`src/rtl/core/assert_macros.svh`:
```
`ifndef ASSERT_MACROS_SVH
`define ASSERT_MACROS_SVH

// same-cycle implication
`define KRLS_ASSERT_SAME(lbl, clk, rstn, ante, cons) \
    lbl: assert property (@(posedge clk) disable iff (!rstn) (ante) |-> (cons)) \
        else $error("krls: same-cycle check failed");

// next-cycle implication
`define KRLS_ASSERT_NEXT(lbl, clk, rstn, ante, cons) \
    lbl: assert property (@(posedge clk) disable iff (!rstn) (ante) |=> (cons)) \
        else $error("krls: next-cycle check failed");

`endif

```
`src/rtl/core/krls_pkg.sv`:
```
`default_nettype none

package krls_pkg;

    localparam int KMER_LEN_DEF  = 32;
    localparam int MAX_FUNCS_DEF = 16;
    localparam int MAX_STEPS_DEF = 32;
    localparam int RESULT_LIMIT  = 16;
    localparam int FUNC_W        = 4;
    localparam int CFG_IDX_W     = 3;

    localparam logic [7:0] CHAR_A = 8'h41;
    localparam logic [7:0] CHAR_C = 8'h43;
    localparam logic [7:0] CHAR_G = 8'h47;
    localparam logic [7:0] CHAR_T = 8'h54;
    localparam logic [7:0] CHAR_N = 8'h4E;

    localparam logic [CFG_IDX_W-1:0] CFG_HASH_COUNT  = 3'd0;
    localparam logic [CFG_IDX_W-1:0] CFG_SIG_BASES   = 3'd1;
    localparam logic [CFG_IDX_W-1:0] CFG_TAG_BITS    = 3'd2;
    localparam logic [CFG_IDX_W-1:0] CFG_TAG_MASK    = 3'd3;
    localparam logic [CFG_IDX_W-1:0] CFG_ROW_MASK    = 3'd4;

    localparam logic [4:0]  HASH_COUNT_RST = 5'd1;
    localparam logic [5:0]  SIG_BASES_RST  = 6'd14;
    localparam logic [5:0]  TAG_BITS_RST   = 6'd2;
    localparam logic [7:0]  TAG_MASK_RST   = 8'd3;
    localparam logic [63:0] ROW_MASK_RST   = 64'd67108863;

    typedef logic [2:0] upc_t;

    localparam upc_t UPC_IDLE  = 3'd0;
    localparam upc_t UPC_FINIT = 3'd1;
    localparam upc_t UPC_STEP  = 3'd2;
    localparam upc_t UPC_EMIT  = 3'd3;
    localparam upc_t UPC_NEXTF = 3'd4;
    localparam upc_t UPC_WRAP  = 3'd5;

    typedef enum logic [2:0] {
        COND_NEVER,
        COND_ALWAYS,
        COND_NO_WORK,
        COND_STEP_MORE,
        COND_OUT_FULL,
        COND_FUNC_MORE
    } cond_t;

    typedef struct packed {
        logic  take_in;
        logic  init_func;
        logic  exec_step;
        logic  emit;
        logic  next_func;
        cond_t cond;
        upc_t  target;
    } uword_t;

    typedef struct packed {
        logic no_work;
        logic step_more;
        logic out_full;
        logic func_more;
    } seq_flags_t;

    typedef struct packed {
        logic step_more;
        logic out_full;
        logic func_more;
    } hash_flags_t;

    typedef struct packed {
        logic [5:0] shift;
        logic [5:0] grab;
        logic       stop;
    } prog_entry_t;

    function automatic uword_t ucode_rom(input upc_t a);
        uword_t w;
        w = '0;
        case (a)
            UPC_IDLE: begin
                w.take_in = 1'b1;
                w.cond    = COND_NO_WORK;
                w.target  = UPC_IDLE;
            end
            UPC_FINIT: begin
                w.init_func = 1'b1;
                w.cond      = COND_NEVER;
                w.target    = UPC_IDLE;
            end
            UPC_STEP: begin
                w.exec_step = 1'b1;
                w.cond      = COND_STEP_MORE;
                w.target    = UPC_STEP;
            end
            UPC_EMIT: begin
                w.emit   = 1'b1;
                w.cond   = COND_OUT_FULL;
                w.target = UPC_EMIT;
            end
            UPC_NEXTF: begin
                w.next_func = 1'b1;
                w.cond      = COND_FUNC_MORE;
                w.target    = UPC_FINIT;
            end
            UPC_WRAP: begin
                w.cond   = COND_ALWAYS;
                w.target = UPC_IDLE;
            end
            default: begin
                w.cond   = COND_ALWAYS;
                w.target = UPC_IDLE;
            end
        endcase
        return w;
    endfunction

endpackage

`default_nettype wire

```
`src/rtl/core/krls_useq.sv`:
```
`default_nettype none
`include "assert_macros.svh"

module krls_useq (
    input  logic                 aclk,
    input  logic                 aresetn,
    input  krls_pkg::seq_flags_t flags,
    output krls_pkg::uword_t     cw
);
    import krls_pkg::*;

    upc_t upc_reg, upc_next;
    logic jump;

    always_comb begin
        cw = ucode_rom(upc_reg);
        case (cw.cond)
            COND_NEVER:     jump = 1'b0;
            COND_ALWAYS:    jump = 1'b1;
            COND_NO_WORK:   jump = flags.no_work;
            COND_STEP_MORE: jump = flags.step_more;
            COND_OUT_FULL:  jump = flags.out_full;
            COND_FUNC_MORE: jump = flags.func_more;
            default:        jump = 1'b1;
        endcase
        upc_next = jump ? cw.target : upc_reg + upc_t'(1);
    end

    always_ff @(posedge aclk) begin
        if (!aresetn) begin
            upc_reg <= UPC_IDLE;
        end else begin
            upc_reg <= upc_next;
        end
    end

    `KRLS_ASSERT_SAME(a_upc_range, aclk, aresetn, 1'b1, upc_reg <= UPC_WRAP)
    `KRLS_ASSERT_NEXT(a_work_starts, aclk, aresetn, cw.take_in && !flags.no_work, upc_reg == UPC_FINIT)

endmodule

`default_nettype wire

```
`config.mk`:
```
export PLATFORM = sky130hd
export DESIGN_NAME = krls_useq
export DESIGN_NICKNAME = d
export VERILOG_FILES = /design/src/rtl/core/krls_pkg.sv /design/src/rtl/core/krls_useq.sv
export VERILOG_INCLUDE_DIRS = /design/src /design/src/rtl/core
export SDC_FILE = /design/constraint.sdc
export NUM_CORES = 1
export LEC_CHECK = 0
export BUFFER_PORTS_ARGS = -buffer_cell sky130_fd_sc_hd__buf_4
export CELL_PAD_IN_SITES_DETAIL_PLACEMENT = 1
export CELL_PAD_IN_SITES_GLOBAL_PLACEMENT = 2
export CORE_MARGIN = 4
export CORE_UTILIZATION = 24
export DETAILED_ROUTE_END_ITERATION = 10
export PLACE_DENSITY = 0.77
export SLEW_MARGIN = 20
export SYNTH_ARGS = -nofsm -noshare
export SYNTH_HDL_FRONTEND = slang
export SYNTH_SLANG_ARGS = --single-unit
```
`constraint.sdc`:
```
create_clock -name aclk -period 2.08 [get_ports aclk]
set_input_delay 0.416 -clock aclk [delete_from_list [all_inputs] [get_ports aclk]]
set_output_delay 0.416 -clock aclk [all_outputs]
set_load 0.05 [all_outputs]
```
# Yosys cells after proc, flatten, opt, wreduce, memory -nomap -nowiden
# Index checks and enable logic that the tools add are counted.
# word_totals
reg_bits	3
latchBits	0
ram_bits	0
romBits	0
inputBits	6
word_cells	20
mem_count	0
# classes
addsub	1
n_mul	0
div	0
magnitude_cmp	0
n_eq_ne	8
n_shift	0
muxes	8
n_bitwise	0
reduce_logical	2
# op_table
operator	count
case mux 6 bit (5 select lines)	1
equality test 3 x 2 -> 1 bit (second input constant)	4
equality test 3 bit (second input constant)	3
zero test 3 bit	2
2-to-1 mux 1 bit	5
case mux 1 bit (5 select lines)	1
adder 3 x 1 -> 3 bit (second input constant)	1
equality test 3 x 1 -> 1 bit (second input constant)	1
2-to-1 mux 3 bit	1

# Longest topological paths before layout
# depth
depth_word	5
depth_mapped	7

# Worst setup path before layout
# No wires, ideal clock.
# synth_path
path_type	reg-to-output
from	register upc_reg[0]
to	output port cw[5] (netlist bit)
arrival_ns	1.667
t_required_ns	1.664
slack_ns	-0.003
stages_incl_launch_ff	6
cell_sequence	dfxtp_1 inv_1 ha_1 and2_2 a21o_1 buf_4
# synth_rtl
element	line_no	rtl
start: declaration	krls_useq.sv:12	upc_t upc_reg, upc_next;
start signal: assignment	krls_useq.sv:33	upc_reg <= upc_next;
end: declaration	krls_useq.sv:8	output krls_pkg::uword_t cw

==> impl_metrics.csv <==
group,metric,value,unit
cells_and_area,fin_nets,68,
detailed_routing,drtIter0Drc,0,
outcome,status,"finished clean",
sta,tns,0,ps
clock_tree,postCtsHoldBufs,0,
synthesis,syn_avg_cell_area,9.336,µm²
grt,gr-usage-met1,10.20,%
synthesis,syn_inst,39,
hold_path,hp-class,"primary input to flip-flop",
hold_path,hold_path_startpoint,"aresetn",
sta,slew_violations,0,
critical_path,worstRegToRegCells,7,
sta,hold_violations,0,
clock_tree,clock_latency,230,ps
floorplan,rows,13,
critical_path,critical_path_class,"flip-flop to primary output",
cells_and_area,final_layout_size_suffix_gt1_share,55.36,%
critical_path,cp-start-kind,"flip-flop",
run,cap_violations,0,
cells_and_area,post-route-cell-area,508.0,µm²
place,dp_slack,202.6,ps
critical_path,arrival,1570,ps
sta,layout_setup_ws,91.24,ps
sta,layout_min_cycle_time,1989,ps
detailed_routing,ant_nets,0,
cells_and_area,layout.area.seq,63.81,µm²
clock_tree,cts_root_buffer,"clkbuf_4",
place,dpl.hpwl,714.5,µm
synthesis,synth-seq-area-share,16.49,%
grt,met2_usage,13.82,%
floorplan,die_area,2204,µm²
synthesis,synth_seq_cells,3,
critical_path,r2r_end,"upc_reg[0]",
critical_path,crit_end,"cw[1]",
sta,max_freq,502.8,MHz
cells_and_area,area_delta_synth_final,39.52,%
detailed_routing,wl_per_cell,11.32,µm
grt,grt.overflow.total,0,
grt,grt_util_met3,3.448,%
critical_path,cp_max_fo,7,
clock_tree,clockBufferDepth,2,
sta,grt_setup_unrepaired,"false",
cells_and_area,nFillCells,176,
synthesis,syn_area,364.1,µm²
floorplan,die_x,46.95,µm
clock_tree,cts_buffers,3,
grt,grt_max_degree,10,
floorplan,initial_core_util,26.65,%
detailed_routing,drcViolationCount,0,
detailed_routing,vias,317,
place,dpl_cell_area,478.0,µm²
sta,final.period_utilization,95.61,%
critical_path,startpoint,"upc_reg[0]",
grt,grt_pass1_vias,314,
cells_and_area,diodes,0,
critical_path,rr_startpoint,"upc_reg[1]",
grt,track_usage,8.591,%
clock_tree,post_cts_buffers,0,
clock_tree,ctsHtreeMaxLevel,1,
sta,finClkSkew,6.678,ps
synthesis,ys_types,25,
place,placement.io_buffers,15,
grt,antenna_found_initial,0,
cells_and_area,multi_input_area,267.8,µm²
clock_tree,cts.clk_slew.worst_paths,40,ps
floorplan,core,1366,µm²
grt,grt_pass1_wl,1297,µm
synthesis,yosysWarnings,0,
detailed_routing,dr.pass1.iters,1,
grt,top_usage_layer,"met2",
cells_and_area,final_util,37.18,%
critical_path,rrSetupSlack,300,ps
synthesis,synthesis.nets,50,
cells_and_area,largest_reg_flops,3,
detailed_routing,via_per_inst,4.465,
detailed_routing,wl,804,µm
clock_tree,cts_tree,"built",
sta,setup_viol_count_final,0,
critical_path,endpoint_kind,"primary output",
floorplan,io_pins,17,
place,gp_congestion,0.7211,
clock_tree,cts_sinks,3,
floorplan,fp.dieH,46.95,µm
critical_path,required,1660,ps
-- metrics by stage --
stage / hold slack [ps] / instances
6_report: 496.2 / 71
5_1_grt: 498.1 / 71
4_1_cts: 486.3 / 71
3_5_place_dp: 609.2 / 67
3_3_place_gp: 617.1 / 67
2_1_floorplan: 602.2 / 39
-- layout by cell type, fill, tap and decap left out, types with 2 or more instances in the layout --
master,count
o21a_1,2
and2b_2,3
o31a_1,2
buf_4,16
inv_1,2
ha_1,5
dfxtp_1,2
nor2_1,2
a21oi_1,2
clkbuf_4,3
-- logic make-up (layout without fill, tap and decap cells) --
| family | count (synthesis) | count (layout) | synth area share [%] |
|---|---|---|---|
| DFF | 3 | 3 | 16.50 |
| and+or+nand+nor | 13 | 13 | 28.18 |
| adders and majority gates | 5 | 5 | 17.18 |
| buffers and inverters | 6 | 23 | 10.31 |
| other | 1 | 1 | 1.030 |
| AOI/OAI and AO/OA | 10 | 10 | 24.06 |
| muxes | 1 | 1 | 2.749 |
-- how the worst min path moves through the flow --
stage                       endpoint  slack, ps  cells past startpoint
after floorplan           upc_reg[2]        600                      1
after global placement    upc_reg[2]        620                      3
after detailed placement  upc_reg[2]        610                      3
after CTS                 upc_reg[2]        490                      2
after global routing      upc_reg[2]        500                      2
final                     upc_reg[2]        500                      2
-- repair_timing --
item | 4_1_cts | 5_1_grt
hold endpoints to repair | 0 | 0
resized for setup | 1 | 1
setup endpoints to repair | 1 | 1
-- layout make-up --
type	count	share of cell area, %
multi-input combinational	30	52.71
sequential	3	12.56
tap	15	3.695
inverter	3	2.217
clock buffer	4	5.172
timing repair buffer	16	23.65
-- cells in the mapped netlist --
master    instances  area [µm²]
ha_1              5       62.56
and2b_2           3       26.28
dfxtp_1           3       60.06
a21oi_1           2       10.01
buf_4             2       15.01
inv_1             2       7.510
nor2_1            2       7.510
o21a_1            2       15.01
o31a_1            2       17.52
a21o_1            1       7.510
and2_2            1       7.510
and3_4            1       11.26
buf_6             1       11.26
clkinv_1          1       3.750
conb_1            1       3.750
mux2i_1           1       10.01
nand2b_1          1       6.260
nor3_1            1       5.000
nor4b_2           1       15.01
o211a_4           1       17.52
o21bai_1          1       7.510
o22ai_2           1       12.51
or2_2             1       6.260
or3_1             1       6.260
or3_4             1       11.26
-- worst max-delay path: stages (launching register included) --
cell and delay [ps]:
dfxtp_4 350, ha_1 270, ha_1 220, or2_2 310
buf_4 190
-- per-layer routing --
| metal | vias up | wire [µm] |
|---|---|---|
| li1 | 167 | - |
| met1 | 140 | 355 |
| met2 | 10 | 387 |
| met3 | 0 | 61 |
| met4 | 0 | 0 |
| met5 | - | 0 |
Power is not shown: default switching activity piles up to over one toggle a cycle in this logic, so the estimate is an artifact.
