--- src/rtl/core/assert_macros.svh ---
`ifndef ASSERT_MACROS_SVH
`define ASSERT_MACROS_SVH

// same-cycle implication
`define KRLS_ASSERT_SAME(lbl, clk, rstn, ante, cons) \
    lbl: assert property (@(posedge clk) disable iff (!rstn) (ante) |-> (cons)) \
        else $error("krls: same-cycle check failed");

// next-cycle implication
`define KRLS_ASSERT_NEXT(lbl, clk, rstn, ante, cons) \
    lbl: assert property (@(posedge clk) disable iff (!rstn) (ante) |=> (cons)) \
        else $error("krls: next-cycle check failed");

`endif

--- src/rtl/core/krls_pkg.sv ---
`default_nettype none

package krls_pkg;

    localparam int KMER_LEN_DEF  = 32;
    localparam int MAX_FUNCS_DEF = 16;
    localparam int MAX_STEPS_DEF = 32;
    localparam int RESULT_LIMIT  = 16;
    localparam int FUNC_W        = 4;
    localparam int CFG_IDX_W     = 3;

    localparam logic [7:0] CHAR_A = 8'h41;
    localparam logic [7:0] CHAR_C = 8'h43;
    localparam logic [7:0] CHAR_G = 8'h47;
    localparam logic [7:0] CHAR_T = 8'h54;
    localparam logic [7:0] CHAR_N = 8'h4E;

    localparam logic [CFG_IDX_W-1:0] CFG_HASH_COUNT  = 3'd0;
    localparam logic [CFG_IDX_W-1:0] CFG_SIG_BASES   = 3'd1;
    localparam logic [CFG_IDX_W-1:0] CFG_TAG_BITS    = 3'd2;
    localparam logic [CFG_IDX_W-1:0] CFG_TAG_MASK    = 3'd3;
    localparam logic [CFG_IDX_W-1:0] CFG_ROW_MASK    = 3'd4;

    localparam logic [4:0]  HASH_COUNT_RST = 5'd1;
    localparam logic [5:0]  SIG_BASES_RST  = 6'd14;
    localparam logic [5:0]  TAG_BITS_RST   = 6'd2;
    localparam logic [7:0]  TAG_MASK_RST   = 8'd3;
    localparam logic [63:0] ROW_MASK_RST   = 64'd67108863;

    typedef logic [2:0] upc_t;

    localparam upc_t UPC_IDLE  = 3'd0;
    localparam upc_t UPC_FINIT = 3'd1;
    localparam upc_t UPC_STEP  = 3'd2;
    localparam upc_t UPC_EMIT  = 3'd3;
    localparam upc_t UPC_NEXTF = 3'd4;
    localparam upc_t UPC_WRAP  = 3'd5;

    typedef enum logic [2:0] {
        COND_NEVER,
        COND_ALWAYS,
        COND_NO_WORK,
        COND_STEP_MORE,
        COND_OUT_FULL,
        COND_FUNC_MORE
    } cond_t;

    typedef struct packed {
        logic  take_in;
        logic  init_func;
        logic  exec_step;
        logic  emit;
        logic  next_func;
        cond_t cond;
        upc_t  target;
    } uword_t;

    typedef struct packed {
        logic no_work;
        logic step_more;
        logic out_full;
        logic func_more;
    } seq_flags_t;

    typedef struct packed {
        logic step_more;
        logic out_full;
        logic func_more;
    } hash_flags_t;

    typedef struct packed {
        logic [5:0] shift;
        logic [5:0] grab;
        logic       stop;
    } prog_entry_t;

    function automatic uword_t ucode_rom(input upc_t a);
        uword_t w;
        w = '0;
        case (a)
            UPC_IDLE: begin
                w.take_in = 1'b1;
                w.cond    = COND_NO_WORK;
                w.target  = UPC_IDLE;
            end
            UPC_FINIT: begin
                w.init_func = 1'b1;
                w.cond      = COND_NEVER;
                w.target    = UPC_IDLE;
            end
            UPC_STEP: begin
                w.exec_step = 1'b1;
                w.cond      = COND_STEP_MORE;
                w.target    = UPC_STEP;
            end
            UPC_EMIT: begin
                w.emit   = 1'b1;
                w.cond   = COND_OUT_FULL;
                w.target = UPC_EMIT;
            end
            UPC_NEXTF: begin
                w.next_func = 1'b1;
                w.cond      = COND_FUNC_MORE;
                w.target    = UPC_FINIT;
            end
            UPC_WRAP: begin
                w.cond   = COND_ALWAYS;
                w.target = UPC_IDLE;
            end
            default: begin
                w.cond   = COND_ALWAYS;
                w.target = UPC_IDLE;
            end
        endcase
        return w;
    endfunction

endpackage

`default_nettype wire

--- src/rtl/core/krls_kmer.sv ---
`default_nettype none

module krls_kmer #(
    parameter int KMER_LEN = krls_pkg::KMER_LEN_DEF
) (
    input  logic        aclk,
    input  logic        aresetn,
    input  logic        base_fire,
    input  logic [7:0]  base_char,
    input  logic        reverse_strand,
    input  logic        read_start,
    output logic [63:0] code_string,
    output logic [63:0] kmer_planes,
    output logic        full_next
);
    import krls_pkg::*;

    localparam int RUN_W = $clog2(KMER_LEN + 1);

    logic [KMER_LEN-1:0]   hi_reg, hi_next, lo_reg, lo_next, hi_base, lo_base;
    logic [2*KMER_LEN-1:0] code_reg, code_next, code_base;
    logic [RUN_W-1:0]      run_reg, run_next, run_base, run_inc;
    logic [1:0]            code;
    logic                  is_n;

    always_comb begin
        if (!reverse_strand) begin
            case (base_char)
                CHAR_T:  code = 2'd3;
                CHAR_G:  code = 2'd2;
                CHAR_C:  code = 2'd1;
                default: code = 2'd0;
            endcase
        end else begin
            case (base_char)
                CHAR_A:  code = 2'd3;
                CHAR_C:  code = 2'd2;
                CHAR_G:  code = 2'd1;
                default: code = 2'd0;
            endcase
        end
        is_n      = (base_char == CHAR_N);
        hi_base   = read_start ? '0 : hi_reg;
        lo_base   = read_start ? '0 : lo_reg;
        code_base = read_start ? '0 : code_reg;
        run_base  = read_start ? '0 : run_reg;
        run_inc   = (run_base < RUN_W'(KMER_LEN)) ? run_base + RUN_W'(1) : run_base;
        full_next = !is_n && (run_inc == RUN_W'(KMER_LEN));

        hi_next   = hi_reg;
        lo_next   = lo_reg;
        code_next = code_reg;
        run_next  = run_reg;
        if (base_fire) begin
            if (is_n) begin
                hi_next   = '0;
                lo_next   = '0;
                code_next = '0;
                run_next  = '0;
            end else begin
                hi_next   = {hi_base[KMER_LEN-2:0], code[1]};
                lo_next   = {lo_base[KMER_LEN-2:0], code[0]};
                code_next = {code_base[2*KMER_LEN-3:0], code};
                run_next  = run_inc;
            end
        end
    end

    always_ff @(posedge aclk) begin
        if (!aresetn) begin
            hi_reg   <= '0;
            lo_reg   <= '0;
            code_reg <= '0;
            run_reg  <= '0;
        end else begin
            hi_reg   <= hi_next;
            lo_reg   <= lo_next;
            code_reg <= code_next;
            run_reg  <= run_next;
        end
    end

    assign kmer_planes = {32'(hi_reg), 32'(lo_reg)};
    assign code_string = 64'(code_reg);

endmodule

`default_nettype wire

--- config.mk ---
export PLATFORM = sky130hd
export DESIGN_NAME = krls_kmer
export DESIGN_NICKNAME = d
export VERILOG_FILES = /design/src/rtl/core/assert_macros.svh /design/src/rtl/core/krls_pkg.sv /design/src/rtl/core/krls_kmer.sv
export SDC_FILE = /design/constraint.sdc
export NUM_CORES = 1
export LEC_CHECK = 0
export BUFFER_PORTS_ARGS = -buffer_cell sky130_fd_sc_hd__buf_2
export CAP_MARGIN = 15
export CORE_MARGIN = 2
export CORE_UTILIZATION = 45
export CTS_CLUSTER_DIAMETER = 40
export DETAILED_ROUTE_END_ITERATION = 10
export HOLD_SLACK_MARGIN = 0.15
export PLACE_DENSITY_LB_ADDON = 0.08
export REMOVE_ABC_BUFFERS = 1
export SLEW_MARGIN = 20
export SYNTH_ARGS = -nofsm -noshare
export SYNTH_HDL_FRONTEND = slang
export SYNTH_SLANG_ARGS = --single-unit
--- constraint.sdc ---
create_clock -name aclk -period 3.45 [get_ports aclk]
set_input_delay 0.69 -clock aclk [delete_from_list [all_inputs] [get_ports aclk]]
set_output_delay 0.69 -clock aclk [all_outputs]
set_load 0.02 [all_outputs]
# Yosys cells after proc, flatten, opt, wreduce, memory -nomap -nowiden

Index checks and enable logic that the tools add are counted.
W data, S select, Z words.

Register bits: 134
Bits in latches: 0
Memory bits (writable): 0
Memory bits (read-only): 0
Input port bits: 13
Output and inout port bits: 129
Word-level logic and storage cells: 26
Memories: 0

Add/sub/neg operators: 1
Multiply operators: 0
Div/mod/pow operators: 0
Magnitude comparators: 1
Eq/ne operators: 6
Shift operators: 0
Multiplexer cells: 12
Bitwise gates (word level): 0
Reductions and logical operators: 2

Operators with widths:

| operator              | number |
|---|---|
| $mux W32              | 2 |
| $mux W64              | 1 |
| $mux W31              | 2 |
| $mux W62              | 1 |
| $eq A8 B7 Y1 const B  | 5 |
| $mux W6               | 3 |
| $pmux W2 S3           | 2 |
| $add A6 B1 Y6 const B | 1 |
| $eq A6 B6 Y1 const B  | 1 |
| $lt A6 B6 Y1 const B  | 1 |
| $mux W2               | 1 |
| $logic_and A1 B1 Y1   | 1 |
| $logic_not A1 Y1      | 1 |

# Logic depth before layout (Yosys ltp)

Gate-level depths: netlist of run 1.

Word-level depth: 5
Mapped depth: 6
Mapped depth without buffers: 4

# Least setup slack after synthesis of run 1

Ideal clock, no wire load.

Path kind: input to output
Start: input port base_char[5]
End: output port full_next
Arrival time: 1.497 ns
Required time: 2.760 ns
Path slack: 1.263 ns
Cell stages on the path: 3
Buffers on the path: 0
Cells stage by stage: nor4b_2 -> a31oi_1 -> and2_1

Cells in the longest elaborated chain, start to end: 3

Ends and longest elaborated chain:

| item                | RTL line        | RTL |
|---|---|---|
| from (decl)         | krls_kmer.sv:9  | `input logic [7:0] base_char,` |
| $eq A8 B7 Y1        | krls_kmer.sv:42 | `is_n = (base_char == CHAR_N);` |
| $logic_not A1 Y1    | krls_kmer.sv:48 | `full_next = !is_n && (run_inc == RUN_W'(KMER_LEN));` |
| $logic_and A1 B1 Y1 | krls_kmer.sv:48 |  |
| to (decl)           | krls_kmer.sv:14 | `output logic full_next` |

Every way passes these cells.

# Worst setup path after layout of run 1

Start: register run_reg[0]
End: output port full_next

Cells in the longest elaborated chain, start to end: 5
Elaborated cells on any way between the ends: 6
Classes of those cells: 1 x add/sub; 1 x order compare; 1 x eq/ne; 2 x mux; 1 x reduce/logical

Ends and longest elaborated chain:

| item                                          | RTL line        | RTL |
|---|---|---|
| from (decl)                                   | krls_kmer.sv:22 | `logic [RUN_W-1:0] run_reg, run_next, run_base, run_inc;` |
| from (signal assigned)                        | krls_kmer.sv:79 | `run_reg <= run_next;` |
| $mux W6 (*)                                   | krls_kmer.sv:46 | `run_base = read_start ? '0 : run_reg;` |
| $add A6 B1 Y6 or $lt A6 B6 Y1 (tied branches) | krls_kmer.sv:47 | `run_inc = (run_base < RUN_W'(KMER_LEN)) ? run_base + RUN_W'(1) : run_base;` |
| $mux W6 (*)                                   | krls_kmer.sv:47 |  |
| $eq A6 B6 Y1 (*)                              | krls_kmer.sv:48 |  |
| $logic_and A1 B1 Y1 (*)                       | krls_kmer.sv:48 |  |

Mark *: on every way between the ends. The rest lies on a longest branch, timed or not.

==> implementation parameters, run 1 <==
Parameter                              Value

CTS
  Setup bufs post-CTS    0
  Post-CTS Resized    0
  Clock Root Buffer    clkbuf_8
  H-tree level count    3
  Clock edge transition at the registers on the reported setup and hold paths    70 ps
  Clock tree from TritonCTS    yes
  Clk Latency, worst-skew pair    ~330 ps
  Hold-fix buffers, CTS    0
  Count of clock tree sinks    70
  Clk buf depth    2
  TritonCTS Buffers    9

Yosys
  Post-synthesis instance total    339
  Share of the yosys chip area belonging to registers    0.4600
  Synthesis warning total    0
  Average cell area after synthesis    about 9.0 um2
  Syn Std Cell Area    3047 um2
  Flops & latches, synth    70
  Number of distinct library cells after synthesis    32

Route
  Total Wirelength    6.199 mm
  Average via count per standard cell    5.114
  Count of TritonRoute iterations in the first routing pass    4
  Remaining routing DRC violations    0
  Vias after detailed routing    2521
  Antenna-violating nets left    0
  Iter 0 DRT Violations    85
  Wire length per cell after detailed routing    between 10 and 15 um

Floorplanning
  DIE AREA    roughly 7400 um2
  Top-Level Pins    142
  Number of core rows    29
  Effective utilization at floorplan    0.4717
  Core area    6459 um2
  Height of the chip    approximately 86 um
  Horizontal extent of the die    86.28 um

Setup path
  Critical Path End Type    primary output
  Critical-path cell list    or4b_2 > o32ai_1 > and2_1 > buf_2
  Top delay family on crit path    simple AND/OR/NAND/NOR gates
  Crit path buffers/inverters    1
  Arr. time, crit path    1920 ps
  Kind of launch point of the worst setup path    register
  Crit Path Category    register to primary output
  Worst path required time    2760 ps
  Worst stage delay on the critical path    670 ps
  Crit-path max FO    6
  Slowest CP cell    or4b_2

Cells and area
  Number of antenna repair diodes    0
  Area added between synthesis and finish    17.13%
  Fin nets    424
  Number of flip-flops in the largest register    32
  Leading cell types in the layout, fill and taps excluded    141 x buf_2, 70 x dfxtp_1, 68 x nor2_1, 62 x a22oi_1
  Fraction of the core area covered by cells at the end of the flow    0.5525
  Share of final-layout standard cells stronger than drive strength 1    0.4063
  Most common cell after layout, fill and taps aside    buf_2

STA
  Accumulated negative setup slack    0 ps
  Number of endpoints with negative hold slack in the final report    0
  Unrepaired setup endpoints after global routing    no
  Pins Over Slew Limit    0
  Worst clock skew    7.055 ps
  Final number of setup-violating endpoints    0
  Crit path time final    2606 ps
  Max-slew headroom at the worst pin    0.4375
  Peak Freq    around 380 MHz
  Slew at the pin with the worst max-slew slack    842.6 ps
  Fin crit share    0.7554

Power and ir drop
  Leakage power    1.766 nW
  Ratio of total power to cell area    ~470 nW/um2
  Post-route total power    approximately 1.7 mW
  Highest ir drop seen on vdd    0.2141 mV

GRT
  Antenna violations before repair    0
  Via count of the first global-routing pass    about 2100
  Wire length of the first global-routing pass    9.653 mm
  Maximum number of pins on one net before global-route repair    51
  Total routing resource utilization after global routing    0.1622
  Total grt overflow    0

Placement
  GPL Wtd Cong    0.7515
  HPWL after DPL    4.223 mm
  Count of input and output buffers    141

Min path
  Path class of the lowest-slack min-delay path    register to register

Run status
  Result of the run    finished clean

Job
  Max-cap violations    0
==> stage by stage <==
stage,worst slack (ps),instances,hold slack (ps),cell area (um2)
after floorplan,-362.2,254,490.6,2471
after global placement,884.9,477,481.2,3322
after detailed placement,854.4,477,496.5,3322
after CTS,815.2,493,506.5,3568
after global routing,724.4,493,527.4,3568
final,843.9,493,496.2,3568
==> final timing paths <==
path | from | to | slack, ps | cells past startpoint
setup reg to reg | run_reg[1] | run_reg[4] | 1850 | 4
hold reg to reg | hi_reg[0] | hi_reg[0] | 500 | 2
setup / recovery | run_reg[0] | full_next | 840 | 4
hold / removal | hi_reg[0] | hi_reg[0] | 500 | 2
==> cells by family (layout without fill, tap and decap cells) <==
family,Yosys count,count (layout),share of synthesized area
compound gates,78,78,0.1893
buf+inv,87,164,0.1914
mux,1,1,0.003286
xor+xnor,1,1,0.002875
flops,70,70,0.4600
simple gates,102,102,0.1532
==> synth_stat cells <==
cell | number | area share
xor2_1 | 1 | 0.0029
nand2b_1 | 4 | 0.0082
buf_2 | 6 | 0.0099
inv_2 | 2 | 0.0025
a22oi_1 | 62 | 0.15
nor4_1 | 1 | 0.0021
dlygate4sd1_1 | 1 | 0.0029
nand3_1 | 5 | 0.0082
o221a_2 | 1 | 0.0037
mux2i_1 | 1 | 0.0033
and3_1 | 1 | 0.0021
nor2b_1 | 2 | 0.0041
clkbuf_1 | 13 | 0.016
or3b_1 | 2 | 0.0058
or4b_2 | 1 | 0.0033
dfxtp_1 | 70 | 0.46
and2b_1 | 1 | 0.0025
nand4b_2 | 1 | 0.0049
a21oi_1 | 3 | 0.0049
a311oi_2 | 1 | 0.0049
nand4_1 | 1 | 0.0021
nand3b_1 | 2 | 0.0049
nand2_1 | 10 | 0.012
and2_1 | 2 | 0.0041
o21ai_0 | 3 | 0.0049
a211oi_1 | 1 | 0.0025
nor4b_2 | 1 | 0.0049
nor2_1 | 68 | 0.084
a31oi_1 | 5 | 0.010
buf_4 | 65 | 0.16
o32ai_1 | 1 | 0.0029
a21boi_0 | 1 | 0.0025
==> routing by layer <==
metal | up-vias | wire (um) | track usage
li1 | 1265 | - | -
met1 | 1165 | 2818 | 0.2092
met2 | 83 | 2965 | 0.2586
met3 | 8 | 337 | 0.03048
met4 | 0 | 78 | 0.08523
met5 | - | 0 | 0
==> worst reg2reg max path, delay by kind of cell, from the launching register on <==
family           cells  cell delay [ps]
flip-flops           1              440
AO/OA/AOI/OAI        1              150
AND/OR/NAND/NOR      3              920
==> report_power, final <==
part           internal [mW]  switching [mW]
registers              0.809         0.00250
logic                 0.0186          0.0510
clock network          0.499           0.296
==> final cells by class <==
cell class	instances	area [um2]
multi-input combinational	182	1074
clock buffer	10	137.6
fill	599	2890
tap	77	96.34
inverter	2	7.507
clock inverter	6	108.9
timing repair buffer	146	743.2
sequential	70	1401
(Power assumes the default switching activity.)
==> run 2, diff against run 1 <==
==> constraint.sdc (replaced) <==
create_clock -name aclk -period 2.5 [get_ports aclk]
set_input_delay 0.5 -clock aclk [delete_from_list [all_inputs] [get_ports aclk]]
set_output_delay 0.5 -clock aclk [all_outputs]
set_load 0.02 [all_outputs]
==> implementation parameters, run 2 (synthesis gave the netlist of run 1 again) <==
Parameter                              Value

Floorplanning
  Top-Level Pins    ~140
  Horizontal extent of the die    86.28 um
  Height of the chip    86.28 um
  Effective utilization at floorplan    0.4717
  Core area    ~6500 um2
  DIE AREA    roughly 7400 um2
  Number of core rows    29

CTS
  Clock edge transition at the registers on the reported setup and hold paths    approximately 70 ps
  Hold-fix buffers, CTS    0
  TritonCTS Buffers    9
  Clk buf depth    2
  Clock Root Buffer    clkbuf_8
  H-tree level count    3
  Clock tree from TritonCTS    yes
  Count of clock tree sinks    70
  Clk Latency, worst-skew pair    320 ps

Cells and area
  Fraction of the core area covered by cells at the end of the flow    0.5515
  Share of final-layout standard cells stronger than drive strength 1    0.4077
  Leading cell types in the layout, fill and taps excluded    141 x buf_2, 69 x dfxtp_1, 68 x nor2_1, 62 x a22oi_1, 12 x clkbuf_8
  Most common cell after layout, fill and taps aside    buf_2
  Fillers    617
  Number of antenna repair diodes    0
  Number of flip-flops in the largest register    32
  Area added between synthesis and finish    16.92%
  Fin nets    425

Power and ir drop
  Clk network pwr share    0.432
  Proportion of power drawn by combinational gates    0.047
  Leakage power    1.761 nW
  Ratio of total power to cell area    just over 600 nW/um2
  P_sw    ~0.46 mW
  Part of the power in registers    0.521
  Switching share of total power    0.2136
  Total internal power    1.691 mW
  Highest ir drop seen on vdd    0.2872 mV

Route
  Antenna-violating nets left    0
  Vias after detailed routing    2513
  Iter 0 DRT Violations    95
  Wire length per cell after detailed routing    12.65 um
  Count of TritonRoute iterations in the first routing pass    4
  Total Wirelength    approximately 6.3 mm
  Average via count per standard cell    5.087
  Remaining routing DRC violations    0

Min path
  Number of cells on the worst hold path    2
  Path class of the lowest-slack min-delay path    primary input to register
  Hold Path Origin    base_fire
  Hold Path Sink    run_reg[0]

Job
  Max-cap violations    0

Setup path
  Kind of launch point of the worst setup path    register
  Top delay family on crit path    simple AND/OR/NAND/NOR gates
  Crit path buffers/inverters    1
  Critical-path cell list    or4b_2 > o32ai_2 > and2_1 > buf_2
  RR Endpoint    run_reg[4]
  Worst stage delay on the critical path    690 ps
  Register-to-register path setup slack    930 ps
  Cell count of the worst reg-to-reg path    4
  Slowest CP cell    or4b_2
  Crit Path Category    register to primary output
  Critical Path End Type    primary output
  Arr. time, crit path    1920 ps
  Worst path required time    2000 ps
  Reg-to-reg critical path startpoint    run_reg[2]
  Crit-path max FO    6

STA
  Crit path time final    roughly 2400 ps
  Accumulated negative setup slack    0 ps
  Fin crit share    0.9692
  Slew at the pin with the worst max-slew slack    693.7 ps
  Peak Freq    412.7 MHz
  Number of endpoints with negative hold slack in the final report    0
  Final number of setup-violating endpoints    0
  Worst hold margin    443.3 ps
  Worst clock skew    around 7.4 ps
  Pins Over Slew Limit    0
  Max-slew headroom at the worst pin    0.5375

GRT
  Total grt overflow    0
  Via count of the first global-routing pass    2021
  Antenna violations before repair    0
  Wire length of the first global-routing pass    9.528 mm
  Maximum number of pins on one net before global-route repair    69
  Total routing resource utilization after global routing    0.1594

Placement
  GPL Wtd Cong    0.8027
  Count of input and output buffers    141
  HPWL after DPL    around 4.1 mm

Run status
  Result of the run    finished clean
run 2: cell count changes in the layout (fill, tap and decap cells not counted), moves of 2 or more:
cell       delta
bufinv_16     -2
clkbuf_1      +2
clkbuf_8      +2
clkinv_2      -2
run 2: worst max path at each step:
stage	startpoint	slack, ps	depth (start not counted)	to
2_1_floorplan	base_fire	-1120	4	run_reg[4]
3_3_place_gp	run_reg[0]	480	4	full_next
3_5_place_dp	run_reg[0]	470	4	full_next
4_1_cts	run_reg[0]	100	4	full_next
5_1_grt	run_reg[0]	-30	4	full_next
6_report	run_reg[0]	80	4	full_next
run 2: area by class of cell:
cell class | instances | area, um2 | area share
Sequential cell | 70 | 1403 | 0.3937
Multi-Input combinational cell | 182 | 1081 | 0.3035
Timing Repair Buffer | 147 | 763.2 | 0.2143
Clock buffer | 14 | 172.7 | 0.04847
Tap cell | 77 | 96.34 | 0.02705
Clock inverter | 2 | 38.79 | 0.01089
Inverter | 2 | 7.507 | 0.002107
run 2: power groups by stage:
stage / Combinational (mW) / Sequential (mW) / Clock [mW]
3_3_place_gp: 0.101 / 1.15 / 0
2_1_floorplan: 0.0534 / 1.15 / 0
3_5_place_dp: 0.100 / 1.15 / 0
4_1_cts: 0.100 / 1.12 / 0.961
5_1_grt: 0.111 / 1.12 / 1.02
6_report: 0.100 / 1.12 / 0.930
run 2: per-stage QoR:
stage | setup WS, ps | cells | cell area [um2] | total power, mW
after floorplan | -1122 | 254 | 2471 | 1.199
after global placement | 479.3 | 478 | 3342 | 1.246
after detailed placement | 470.7 | 478 | 3342 | 1.246
after CTS | 97.71 | 494 | 3553 | 2.181
after global routing | -25.93 | 494 | 3562 | 2.249
final | 76.98 | 494 | 3562 | 2.150
run 2: repair_timing:
item,CTS,global route
endpoints found under the setup margin,0,1
gates resized for setup,0,2
buffers inserted,0,0
run 2: metal layers:
| layer | wire, um | vias to the layer above | track usage |
|---|---|---|---|
| li1 | - | 1263 | - |
| met1 | 2774 | 1162 | 0.2086 |
| met2 | 3129 | 86 | 0.2551 |
| met3 | 316 | 2 | 0.04286 |
| met4 | 30 | 0 | 0.05540 |
| met5 | 0 | - | 0 |
